==> config.mk <==
export PLATFORM = sky130hd
export DESIGN_NAME = pht_fifo
export DESIGN_NICKNAME = d
export VERILOG_FILES = /design/src/rtl/core/pht_pkg.sv /design/src/rtl/core/pht_fifo.sv
export SDC_FILE = /design/constraint.sdc
export NUM_CORES = 1
export LEC_CHECK = 0
export ABC_CLOCK_PERIOD_IN_PS = 2150
export CORE_MARGIN = 2
export CORE_UTILIZATION = 50
export DETAILED_ROUTE_END_ITERATION = 6
export DONT_BUFFER_PORTS = 1
export HOLD_SLACK_MARGIN = 0.08
export PLACE_DENSITY = 0.72
export REMOVE_ABC_BUFFERS = 1
export SLEW_MARGIN = 20
export SYNTH_ARGS = -nofsm -noshare
export SYNTH_HDL_FRONTEND = slang
export SYNTH_SLANG_ARGS = --single-unit
==> constraint.sdc <==
create_clock -name clk_i -period 2.15 [get_ports clk_i]
set_input_delay 0.43 -clock clk_i [delete_from_list [all_inputs] [get_ports clk_i]]
set_output_delay 0.43 -clock clk_i [all_outputs]
set_load 0.03 [all_outputs]
==> src/rtl/core/pht_pkg.sv <==
// ============================================================================
// Page hotness tracker package
// Shared widths, record and command types, and the degree and countdown
// helper functions of the page hotness tracker.
// ============================================================================
package pht_pkg;

  // Sizing of the record store and of the per-page state.
  localparam int PAGE_ENTRIES   = 1024;
  localparam int HISTORY_BITS   = 16;
  localparam int DEGREE_BUCKETS = 16;
  localparam int QUEUE_LEVELS   = 4;

  // Port field widths.
  localparam int OPCODE_W   = 2;
  localparam int PAGE_IDX_W = 10;
  localparam int DEGREE_W   = 4;
  localparam int QLEVEL_W   = 2;
  localparam int THR_W      = 4;

  // Internal widths derived from the sizing above.
  localparam int IDX_W   = $clog2(PAGE_ENTRIES);
  localparam int LEVEL_W = $clog2(QUEUE_LEVELS);
  // The longest countdown is 2^(QUEUE_LEVELS-2), set at the top level.
  localparam int DND_W   = QUEUE_LEVELS - 1;
  localparam int DEG_W   = $clog2(DEGREE_BUCKETS);
  localparam int CNT_W   = $clog2(HISTORY_BITS + 1);
  localparam int SUM_W   = $clog2(5 * HISTORY_BITS + 1);

  // Division by five as a multiply by 205/1024, exact for sums below 1024.
  localparam int DIV5_MUL   = 205;
  localparam int DIV5_SHIFT = 10;
  localparam int PROD_W     = SUM_W + 8;

  // Command queue between front and back end.
  localparam int QUEUE_DEPTH = 2;
  localparam int QPTR_W      = $clog2(QUEUE_DEPTH);
  localparam int QCNT_W      = $clog2(QUEUE_DEPTH + 1);

  typedef enum logic [OPCODE_W-1:0] {
    OP_TRACK   = 2'd0,
    OP_SCAN    = 2'd1,
    OP_RELEASE = 2'd2,
    OP_NOP     = 2'd3
  } op_e;

  // One page record as held in the record store.
  typedef struct packed {
    logic               valid;
    logic               skip;
    logic               huge;
    logic [LEVEL_W-1:0] level;
    logic [DND_W-1:0]   dnd;
    logic [HISTORY_BITS-1:0] rd;
    logic [HISTORY_BITS-1:0] wr;
  } rec_t;

  // Classified command handed from the front end to the back end.
  typedef struct packed {
    op_e              op;
    logic [IDX_W-1:0] idx;
    logic             huge;
    logic             mapped;
    logic             accessed;
    logic             dirty;
  } cmd_t;

  // Conditions that hold off the front end.
  typedef struct packed {
    logic queue_full;
    logic init_busy;
  } front_stall_t;

  // Hotness degree: min((2*reads + 3*writes) / 5, DEGREE_BUCKETS-1).
  function automatic logic [DEG_W-1:0] deg_of(input logic [HISTORY_BITS-1:0] rd,
                                                input logic [HISTORY_BITS-1:0] wr);
    logic [CNT_W-1:0]  cnt_r;
    logic [CNT_W-1:0]  cnt_w;
    logic [SUM_W-1:0]  sum;
    logic [PROD_W-1:0] prod;
    logic [SUM_W-1:0]  quo;
    cnt_r = CNT_W'($countones(rd));
    cnt_w = CNT_W'($countones(wr));
    sum   = (SUM_W'(cnt_r) << 1) + SUM_W'(cnt_w) + (SUM_W'(cnt_w) << 1);
    prod  = PROD_W'(sum) * PROD_W'(DIV5_MUL);
    quo   = SUM_W'(prod >> DIV5_SHIFT);
    if (quo > SUM_W'(DEGREE_BUCKETS - 1)) begin
      return DEG_W'(DEGREE_BUCKETS - 1);
    end
    return DEG_W'(quo);
  endfunction

  // Do-not-disturb countdown loaded on entering a level.
  function automatic logic [DND_W-1:0] dnd_for(input logic [LEVEL_W-1:0] lev);
    if (lev == '0) begin
      return '0;
    end
    return DND_W'(1) << (lev - LEVEL_W'(1));
  endfunction

endpackage

==> src/rtl/core/pht_fifo.sv <==
// ============================================================================
// Page hotness tracker command queue
// Short first-in first-out queue between the front end and the back end.
// ============================================================================
module pht_fifo (
  input  logic          clk_i,
  input  logic          rst_ni,
  input  logic          push_i,
  input  pht_pkg::cmd_t push_data_i,
  output logic          full_o,
  input  logic          pop_i,
  output logic          head_valid_o,
  output pht_pkg::cmd_t head_o
);

  pht_pkg::cmd_t                entries_q [pht_pkg::QUEUE_DEPTH];
  logic [pht_pkg::QPTR_W-1:0]   wr_ptr_q, wr_ptr_d;
  logic [pht_pkg::QPTR_W-1:0]   rd_ptr_q, rd_ptr_d;
  logic [pht_pkg::QCNT_W-1:0]   count_q, count_d;
  logic                         do_push;
  logic                         do_pop;

  assign full_o       = (count_q == pht_pkg::QCNT_W'(pht_pkg::QUEUE_DEPTH));
  assign head_valid_o = (count_q != '0);
  assign head_o       = entries_q[rd_ptr_q];
  assign do_push      = push_i && !full_o;
  assign do_pop       = pop_i && head_valid_o;

  always_comb begin
    wr_ptr_d = wr_ptr_q;
    rd_ptr_d = rd_ptr_q;
    count_d  = count_q;
    if (do_push) begin
      wr_ptr_d = (wr_ptr_q == pht_pkg::QPTR_W'(pht_pkg::QUEUE_DEPTH - 1)) ? '0
                 : wr_ptr_q + 1'b1;
    end
    if (do_pop) begin
      rd_ptr_d = (rd_ptr_q == pht_pkg::QPTR_W'(pht_pkg::QUEUE_DEPTH - 1)) ? '0
                 : rd_ptr_q + 1'b1;
    end
    if (do_push && !do_pop) begin
      count_d = count_q + 1'b1;
    end else if (do_pop && !do_push) begin
      count_d = count_q - 1'b1;
    end
  end

  always_ff @(posedge clk_i or negedge rst_ni) begin
    if (!rst_ni) begin
      wr_ptr_q <= '0;
      rd_ptr_q <= '0;
      count_q  <= '0;
    end else begin
      wr_ptr_q <= wr_ptr_d;
      rd_ptr_q <= rd_ptr_d;
      count_q  <= count_d;
    end
  end

  always_ff @(posedge clk_i) begin
    if (do_push) begin
      entries_q[wr_ptr_q] <= push_data_i;
    end
  end

endmodule

==> summary.md, run 1 <==
| Metric | Value |
|---|---|
| Sequential share of the synthesized area | `between 70% and 80%` |
| Finished Core Util | `56.7%` |
| Worst EP required | `1.72 ns` |
| Initial drt markers | `31` |
| HP Start | `push_data_i[14]` |
| #FFs+latches synth | `36` |
| Setup crit start | `rd_ptr_q$_DFFE_PN0P_` |
| Die area | `approximately 3300 um^2` |
| Initial antenna violation count | `0` |
| Layout area overhead | `9.34%` |
| Final Max Tran Viols | `0` |
| Mapped Area | `between 1000 and 1500 um^2` |
| Hold WS | `around 0.18 ns` |
| Pwr Density | `roughly 1600 nW/um^2` |
| Setup TNS | `0 ns` |
| RSZ-0062 raised after global routing | `no` |
| Via Count | `~600` |
| Worst slew pin tran | `between 0.4 and 0.5 ns` |
| WL final | `1990 um` |
| Post-Syn Instances | `between 60 and 70` |
| Die width | `around 57 um` |
| Clock sinks | `36` |
| Syn Area/Cell | `20.4 um^2` |
| Vias in the first global route | `651` |
| WHS Path Cells | `0` |
| Final setup fails | `0` |
| Routability cong. | `0.599` |
| FF-to-FF Start | `count_q[0]$_DFFE_PN0P_` |
| Worst R2R Path Depth | `6` |
| Status | `complete, no violations` |
| Die Ht | `roughly 57 um` |
| Clock Latency Late Sink | `0.33 ns` |
| Max Cap Violations | `0` |
| Post-DP HPWL | `about 1400 um` |
| DR WL/cell | `approximately 18 um` |
| PortBufs | `0` |
| GRT overflow | `0` |
| Dpl cell area | `~1500 um^2` |
| Number of distinct library cells after synthesis | `16` |
| Crit start category | `flip-flop` |
| Global-route wire length before repair | `between 3000 and 4000 um` |
| Final Hold Fails | `0` |
| Worst endpoint data arrival time | `1.32 ns` |
| Layout fillers | `between 200 and 250` |
| Ys Warns | `0` |
| Slew headroom | `between 70% and 80%` |
| Via/cell ratio | `~5.3` |
| Core Region | `~2700 um^2` |
| Nets | `between 100 and 150` |
| Tmin final | `between 1.5 and 2 ns` |
| CTS tree | `yes` |
| ANT cells | `0` |
| Hold crit path type | `input port to flip-flop` |
| CTS buffer count | `5` |
| # rows | `19` |
| Clk buf depth | `2` |
| Crit. End Element | `output port` |
| Starting Density | `about half` |
| Overall routing resource usage | `between 10% and 20%` |
| CP max FO | `9` |
| CTS root buffer | `clkbuf_4` |
| Resize count post-CTS | `0` |
| Post-route design area | `about 1500 um^2` |
| H-tree Lvls | `2` |
| Fin crit share | `~80%` |
| Total iterations of the first detailed-routing run | `4` |
| Setup Skew | `0.00876 ns` |
| Leakage | `0.000575 uW` |
| F_max | `573 MHz` |
| Clock edge transition at the registers on the reported setup and hold paths | `~0.11 ns` |
| WS Path Type | `flip-flop to output port` |
| Pin count of the biggest net entering global routing | `12` |
| Peak VDD IR | `between 1 and 1.5 mV` |
| Pwr Total | `roughly 2400 uW` |
| Antenna violation net count after detailed routing | `0` |
| DRC viols | `0` |
| IO Count | `38` |
| Layout cells sized above 1 | `35.8%` |
cell type report:
cell class / count / area, um^2 / area share, %
clock buffer: 6 / 41.3 / 2.69
clock inverter: 2 / 35.0 / 2.28
inverter: 2 / 7.51 / 0.488
multi-input combinational: 29 / 307 / 19.9
sequential: 36 / 1060 / 69.0
tap: 31 / 38.8 / 2.52
timing repair buffer: 6 / 47.5 / 3.09
path summary, 6_finish.rpt:
kind                                                   end  slack, ns
worst max-delay path                             head_o[0]       0.40
worst min-delay path            entries_q[1][14]$_DFFE_PP_       0.18
worst max register to register      count_q[1]$_DFFE_PN0P_       0.57
worst min register to register      count_q[1]$_DFFE_PN0P_       0.51
max in group asynchronous           count_q[1]$_DFFE_PN0P_       1.61
min in group asynchronous             wr_ptr_q$_DFFE_PN0N_       0.37
worst max-delay path, stage by stage, from the launching register on:
cell and delay (ns):
dfrtp_1 0.36, buf_4 0.19, mux2_2 0.44
sequential cells by signal (all words and copies together) (netlist names):
| signal | count |
|---|---|
| entries_q | 32 |
| wr_ptr_q | 1 |
| rd_ptr_q | 1 |
| count_q | 2 |
metal layers:
layer | vias up | part of all wire, % | track usage (%)
li1 | 278 | - | -
met1 | 279 | 35 | 12.9
met5 | - | 0 | 0
met4 | 0 | 0.50 | 5.98
met3 | 2 | 11 | 9.07
met2 | 32 | 54 | 23.3
cells by family (layout without fill, tap and decap cells):
| kind of cell | Yosys count | count (layout) | share of synthesized area (%) |
|---|---|---|---|
| muxes | 16 | 16 | 15.2 |
| DFF | 36 | 36 | 75.4 |
| adders and majority gates | 1 | 1 | 0.890 |
| and+or+nand+nor | 7 | 7 | 2.58 |
| buffers and inverters | 4 | 16 | 2.76 |
| xor gates and xnor gates | 5 | 5 | 3.11 |
layout by cell type (no fill, tap or decap), types with 2 or more instances in the layout:
master,count
buf_4,5
clkbuf_4,5
dfrtp_1,4
edfxtp_1,32
inv_1,2
mux2_2,7
mux2_4,9
nor2_1,2
xnor2_1,3
xor2_1,2
report_power, final:
part	leakage [uW]	switching, uW	internal (uW)
clock network	0.0000422	208	244
registers	0.000344	62.2	966
logic	0.000189	585	325
total	0.000575	855	1530
metrics by stage:
| step | std cells | setup WS, ns |
|---|---|---|
| after CTS | 112 | 0.375 |
| after detailed placement | 103 | 0.558 |
| after global placement | 103 | 0.619 |
| final | 112 | 0.404 |
| after global routing | 112 | 0.332 |
| after floorplan | 67 | 0.445 |
timing repair:
item,in CTS,in global routing
endpoints found under the hold margin,4,0
setup buffers,0,0
hold buffers,1,0
synth_stat cells:
cell type | number | share of area [%]
mux2_4 | 9 | 9.6
buf_6 | 1 | 0.80
nand2b_1 | 1 | 0.45
dfrtp_1 | 4 | 7.1
nand2_2 | 1 | 0.45
ha_1 | 1 | 0.89
nand2_1 | 1 | 0.27
xnor2_1 | 3 | 1.9
nor2_1 | 2 | 0.53
mux2_2 | 7 | 5.6
and3_1 | 1 | 0.45
inv_1 | 2 | 0.53
edfxtp_1 | 32 | 68
buf_12 | 1 | 1.4
or2_1 | 1 | 0.45
xor2_1 | 2 | 1.2
Note: power is estimated with default switching activity, not from simulation.
==> inputs of run 2 (changes only) <==
Settings changed: ABC_CLOCK_PERIOD_IN_PS 2150 to 1450, PLACE_DENSITY 0.72 to 0.75.
Clock period 2.15 ns to 1.45 ns, I/O delays scaled along.
==> run 2 against run 1 <==
The run now ends with negative setup slack left. Die area did not move. Clock skew fell by 0.0012 ns. Clock-buffer cell count did not move. Critical path depth did not move. Design area rose by 20%. Final cell count rose by 21%. Core utilization rose by 11 points. Sequential power rose by 49%. Via count rose by 21%. Critical path type unchanged. Largest cell class unchanged.
==> summary.md, run 2 (synthesis gave the netlist of run 1 again) <==
| Metric | Value |
|---|---|
| H-tree Lvls | `2 (unchanged)` |
| Starting Density | `51.9% (unchanged)` |
| Worst endpoint data arrival time | `1.29 ns (-0.03 ns)` |
| Commonest cells after routing, fill and taps aside | `edfxtp_1 (32), dlygate4sd3_1 (19), mux2_4 (16)` |
| Die Ht | `57.0 um (unchanged)` |
| Clk buf depth | `2 (unchanged)` |
| Worst slew pin tran | `0.202 ns (-0.210 ns)` |
| Layout Cells excl Fill | `136 (+21%)` |
| Layout area overhead | `30.8%` |
| Final Max Tran Viols | `0 (unchanged)` |
| Biggest register | `entries_q` |
| Clock sinks | `36 (unchanged)` |
| CTS root buffer | `clkbuf_4` |
| Nets | `125 (+24%)` |
| Overall routing resource usage | `15.5% (+1.7 points)` |
| Peak VDD IR | `1.60 mV (+51%)` |
| Fin crit share | `109%` |
| Most common cell after layout, fill and taps aside | `edfxtp_1` |
| Max Cap Violations | `0 (unchanged)` |
| RSZ-0062 raised after global routing | `yes` |
| Die width | `57.0 um (unchanged)` |
| Status | `finished, violations left` |
| CTS buffer count | `5 (unchanged)` |
| Tmin final | `around 1.6 ns` |
| Clock edge transition at the registers on the reported setup and hold paths | `0.10 ns (about the same)` |
| # rows | `19 (unchanged)` |
| Via/cell ratio | `5.28 (about the same)` |
| Total iterations of the first detailed-routing run | `6 (+2)` |
| Final worst slack | `-0.127 ns (-0.531 ns)` |
| Pin count of the biggest net entering global routing | `12 (unchanged)` |
| Final Hold Fails | `0 (unchanged)` |
| Initial drt markers | `10 (-68%)` |
| DR WL/cell | `17.0 um (-4.7%)` |
| CTS tree | `yes` |
| Global-route wire length before repair | `3510 um (+12%)` |
| WL final | `2310 um (+16%)` |
| Worst EP required | `1.16 ns (-0.56 ns)` |
| Routability cong. | `0.714 (+19%)` |
| Crit. End Element | `output port` |
| Clock Latency Late Sink | `0.33 ns (about the same)` |
| DRC viols | `0 (unchanged)` |
| Setup TNS | `-1.97 ns (-1.97 ns)` |
| ANT cells | `0 (unchanged)` |
| Slew headroom | `86.5% (+14 points)` |
| Setup Skew | `0.00760 ns (-0.00115 ns)` |
| Core Region | `2710 um^2 (unchanged)` |
| IO Count | `38 (unchanged)` |
| Vias in the first global route | `728 (+12%)` |
| Die area | `3250 um^2 (unchanged)` |
| Leakage | `0.000726 uW (+26%)` |
| Layout cells sized above 1 | `39.0% (+3.2 points)` |
| GRT overflow | `0 (unchanged)` |
| Initial antenna violation count | `0 (unchanged)` |
| Pwr Density | `2140 nW/um^2 (+38%)` |
| Dpl cell area | `1470 um^2 (+1.0%)` |
| WS Path Type | `flip-flop to output port` |
| Largest register FFs | `32 (unchanged)` |
| Crit start category | `flip-flop` |
| Post-DP HPWL | `1500 um (+4.4%)` |
| F_max | `between 600 and 700 MHz` |
| CP max FO | `7 (-2)` |
| Failing checks | `negative setup slack` |
| Final setup fails | `16 (+16)` |
| Post-route design area | `1840 um^2 (+20%)` |
| Via Count | `718 (+21%)` |
| PortBufs | `0 (unchanged)` |
| Antenna violation net count after detailed routing | `0 (unchanged)` |
| Regs by FF count | `entries_q x32, count_q x2` |
| Hold crit path type | `input port to async pin` |
| Dpl cells | `105 (+1.9%)` |
## run 2: changes by cell type in the layout (fill, tap and decap cells not counted), moves of 2 or more
cell and change:
nand2_4 +2, inv_2 +2, buf_4 +3, inv_1 -2, buf_6 +2, dlygate4sd3_1 +18, mux2_2 -7, mux2_4 +7
## run 2: layout make-up
| class | count | area [um^2] |
|---|---|---|
| fill | 197 | 871 |
| clock buffer | 6 | 41.3 |
| tap | 31 | 38.8 |
| inverter | 2 | 7.51 |
| multi-input combinational | 29 | 368 |
| timing repair buffer | 30 | 288 |
| clock inverter | 2 | 35.0 |
| sequential | 36 | 1060 |
## run 2: final timing paths
path | slack [ns] | from | depth (start not counted) | to
worst min register to register | 0.50 | wr_ptr_q$_DFFE_PN0N_ | 1 | wr_ptr_q$_DFFE_PN0N_
worst max register to register | 0.07 | count_q[0]$_DFFE_PN0P_ | 6 | count_q[1]$_DFFE_PN0P_
worst min-delay path | 0.22 | rst_ni | 1 | wr_ptr_q$_DFFE_PN0N_
min in group clk_i | 0.41 | push_i | 2 | entries_q[1][14]$_DFFE_PP_
max in group asynchronous | 1.05 | rst_ni | 1 | count_q[1]$_DFFE_PN0P_
worst max-delay path | -0.13 | rd_ptr_q$_DFFE_PN0P_ | 2 | head_o[13]
## run 2: power by group
| group | switching, uW | internal [uW] | leakage, uW |
|---|---|---|---|
| clock network | 303 | 361 | 0.0000422 |
| logic | 982 | 758 | 0.000340 |
| registers | 98.1 | 1430 | 0.000344 |
| total | 1380 | 2550 | 0.000726 |
## run 2: timing repair
action                     4_1_cts  5_1_grt
setup endpoints to repair       19       19
hold endpoints to repair        36        2
gates resized for setup         13        7
hold buffers                    17        2
pin swaps                        0        4
setup buffers                    3        1
## run 2: routing by layer
metal  GRT usage, %  wire (um)  part of all wire, %  up-vias
met2           25.6       1260                   55       26
met3           7.71        157                  6.8        5
met1           16.7        866                   38      361
li1               -          -                    -      326
met5              0          0                    0        -
met4           6.98         23                  1.0        0
## run 2: metrics by stage
step	setup slack (ns)	power (uW)	hold slack, ns	utilization (%)
finish	-0.127	3930	0.221	67.9
global route	-0.204	4130	0.194	67.9
CTS	-0.140	3880	0.0949	65.7
detailed placement	-0.0325	2970	-0.00545	54.1
global placement	0.0830	2920	-0.00548	54.1
floorplan	-0.255	2680	-0.00559	-
## run 2: critical path, stage by stage (launching register included)
cell	delay (ns)
dfrtp_1	0.41
buf_6	0.17
mux2_4	0.37
==> inputs of run 3 (changes only) <==
Settings changed: CORE_MARGIN 2 to unset, CORE_UTILIZATION 50 to 30, PLACE_DENSITY 0.75 to unset, PLACE_DENSITY_LB_ADDON set to 0.08.
==> run 3 against run 2 <==
The flow finishes with violations (design-rule violations, negative setup slack). Die area increased by 53%. Register-to-register slack is essentially flat. Non-clock buffer count decreased by 13. Design area decreased by 1.6%.
==> summary.md, run 3 (synthesis gave the netlist of run 1 again) <==
| Metric | Value |
|---|---|
| Crit. End Element | `output port` |
| Crit start category | `flip-flop` |
| HP Start | `push_data_i[11]` |
| Max Cap Violations | `0 (unchanged)` |
| F_max | `655 MHz (+3.2%)` |
| Register area | `1060 um^2 (unchanged)` |
| CTS root buffer | `clkbuf_8` |
| Clk buf depth | `2 (unchanged)` |
| Layout area overhead | `28.6%` |
| Setup TNS | `-1.06 ns (+0.910 ns)` |
| WS Path Type | `flip-flop to output port` |
| CP bufs+invs | `1 (unchanged)` |
| Hold WS | `0.105 ns (-0.116 ns)` |
| Layout fillers | `409 (+110%)` |
| Overall routing resource usage | `10.6% (-4.9 points)` |
| Vias in the first global route | `697 (-4.3%)` |
| Largest stage delay on the critical path | `0.41 ns (about the same)` |
| Layout Cells excl Fill | `144 (+5.9%)` |
| Final Max Tran Viols | `0 (unchanged)` |
| CTS buffer count | `5 (unchanged)` |
| Die width | `70.5 um (+24%)` |
| Dpl cells | `125 (+19%)` |
| Clock Latency Late Sink | `0.28 ns (-0.05 ns)` |
| Most common cell after layout, fill and taps aside | `edfxtp_1` |
| Leakage | `0.000689 uW (-5.1%)` |
| Post-route design area | `1810 um^2 (-1.6%)` |
| Worst slew pin tran | `0.258 ns (+0.0565 ns)` |
| # rows | `24 (+5)` |
| Clock sinks | `36 (unchanged)` |
| Hold crit path type | `input port to flip-flop` |
| Post-DP HPWL | `1460 um (-2.4%)` |
| PortBufs | `0 (unchanged)` |
| Core Region | `4440 um^2 (+64%)` |
| CP max FO | `11 (+4)` |
| Largest register FFs | `32 (unchanged)` |
| IO Count | `38 (unchanged)` |
| RSZ-0062 raised after global routing | `yes` |
| Fin crit share | `105% (-3.4 points)` |
| Commonest cells after routing, fill and taps aside | `edfxtp_1 (32), mux2_4 (16), dlygate4sd3_1 (9)` |
| Initial drt markers | `24 (+14)` |
| CTS tree | `yes` |
| Status | `finished, violations left` |
| Worst path slowest cell | `dfrtp_1` |
| Total iterations of the first detailed-routing run | `5 (-1)` |
| Peak VDD IR | `1.14 mV (-29%)` |
| Clock edge transition at the registers on the reported setup and hold paths | `0.07 ns (-0.03 ns)` |
| Global-route wire length before repair | `3590 um (+2.3%)` |
| DRC viols | `7 (+7)` |
| DR WL/cell | `16.1 um (-5.3%)` |
| Starting Density | `31.6% (-20 points)` |
| Final worst slack | `-0.0777 ns (+0.0492 ns)` |
| Die Ht | `70.5 um (+24%)` |
| Footprint of the multi-input gates | `380 um^2 (+3.4%)` |
| Antenna violation net count after detailed routing | `0 (unchanged)` |
| Tmin final | `1.53 ns (-0.0492 ns)` |
| ANT cells | `0 (unchanged)` |
| Setup WS pre-CTS | `0.00287 ns (+0.0354 ns)` |
| Dpl cell area | `1530 um^2 (+4.0%)` |
| Nets | `112 (-10%)` |
| Setup Skew | `0.00476 ns (-0.00285 ns)` |
| Via Count | `664 (-7.5%)` |
| Slew headroom | `82.8% (-3.7 points)` |
| Die area | `4970 um^2 (+53%)` |
| Routability cong. | `0.568 (-21%)` |
| GRT overflow | `0 (unchanged)` |
| Via/cell ratio | `4.61 (-13%)` |
| Layout cells sized above 1 | `43.5% (+4.4 points)` |
| Final setup fails | `16 (unchanged)` |
| Setup crit start | `rd_ptr_q$_DFFE_PN0P_` |
| Biggest register | `entries_q` |
| WL final | `2310 um (+0.30%)` |
| Regs by FF count | `entries_q x32, count_q x2` |
| H-tree Lvls | `2 (unchanged)` |
| Worst-path cell chain | `buf_12 > mux2_4` |
| Worst EP required | `1.16 ns (about the same)` |
| Family with the most delay on the worst path | `flip-flops` |
| Final Hold Fails | `0 (unchanged)` |
| FF-to-FF Start | `count_q[1]$_DFFE_PN0P_` |
| Worst endpoint data arrival time | `1.24 ns (-0.05 ns)` |
| Pwr Density | `2250 nW/um^2 (+5.2%)` |
| Pin count of the biggest net entering global routing | `17 (+5)` |
| Failing checks | `design-rule violations, negative setup slack` |
| Initial antenna violation count | `0 (unchanged)` |
## run 3: cell types whose count changed in the layout (fill, tap and decap cells not counted), sizes merged
cell | previous run | this run
dlygate4sd3 | 19 | 9
buf | 11 | 8
clkinv | 1 | 0
bufinv | 1 | 0
clkbuf | 6 | 8
## run 3: per-layer routing
layer / up-vias / wire length, um / GRT usage [%]
li1: 300 / - / -
met1: 333 / 927 / 11.4
met2: 27 / 1140 / 16.0
met3: 4 / 207 / 4.91
met4: 0 / 36 / 8.16
met5: - / 0 / 0
## run 3: what timing repair did
action,in CTS,in global routing
setup buffers,2,0
endpoints found under the setup margin,18,34
resized for setup,8,11
gates cloned,0,0
hold endpoints to repair,4,16
pin swaps,0,4
hold buffers,1,8
## run 3: worst paths after layout
| kind | to | slack [ns] | depth (start not counted) |
|---|---|---|---|
| worst max-delay path | head_o[1] | -0.08 | 2 |
| min in group asynchronous | wr_ptr_q$_DFFE_PN0N_ | 0.27 | 1 |
| worst max register to register | count_q[1]$_DFFE_PN0P_ | 0.07 | 6 |
| worst min register to register | wr_ptr_q$_DFFE_PN0N_ | 0.53 | 1 |
| max in group asynchronous | count_q[1]$_DFFE_PN0P_ | 1.01 | 1 |
| worst min-delay path | entries_q[0][11]$_DFFE_PP_ | 0.11 | 0 |
## run 3: area by class of cell
class / instances / area share (%)
Multi-Input combinational cell: 29 / 21.0
Sequential cell: 36 / 58.6
Clock buffer: 8 / 5.53
Timing Repair Buffer: 17 / 10.8
Tap cell: 52 / 3.60
Inverter: 2 / 0.415
## run 3: power breakdown
part | total (uW) | internal, uW | switching (uW)
logic | 1770 | 773 | 997
registers | 1540 | 1430 | 106
clock network | 761 | 433 | 328
## run 3: per-stage QoR
step           util [%]  total power [uW]
6_report           40.7              4070
5_1_grt            40.7              4290
4_1_cts            37.8              3990
3_5_place_dp       34.3              3080
3_3_place_gp       34.3              3050
2_1_floorplan         -              2680
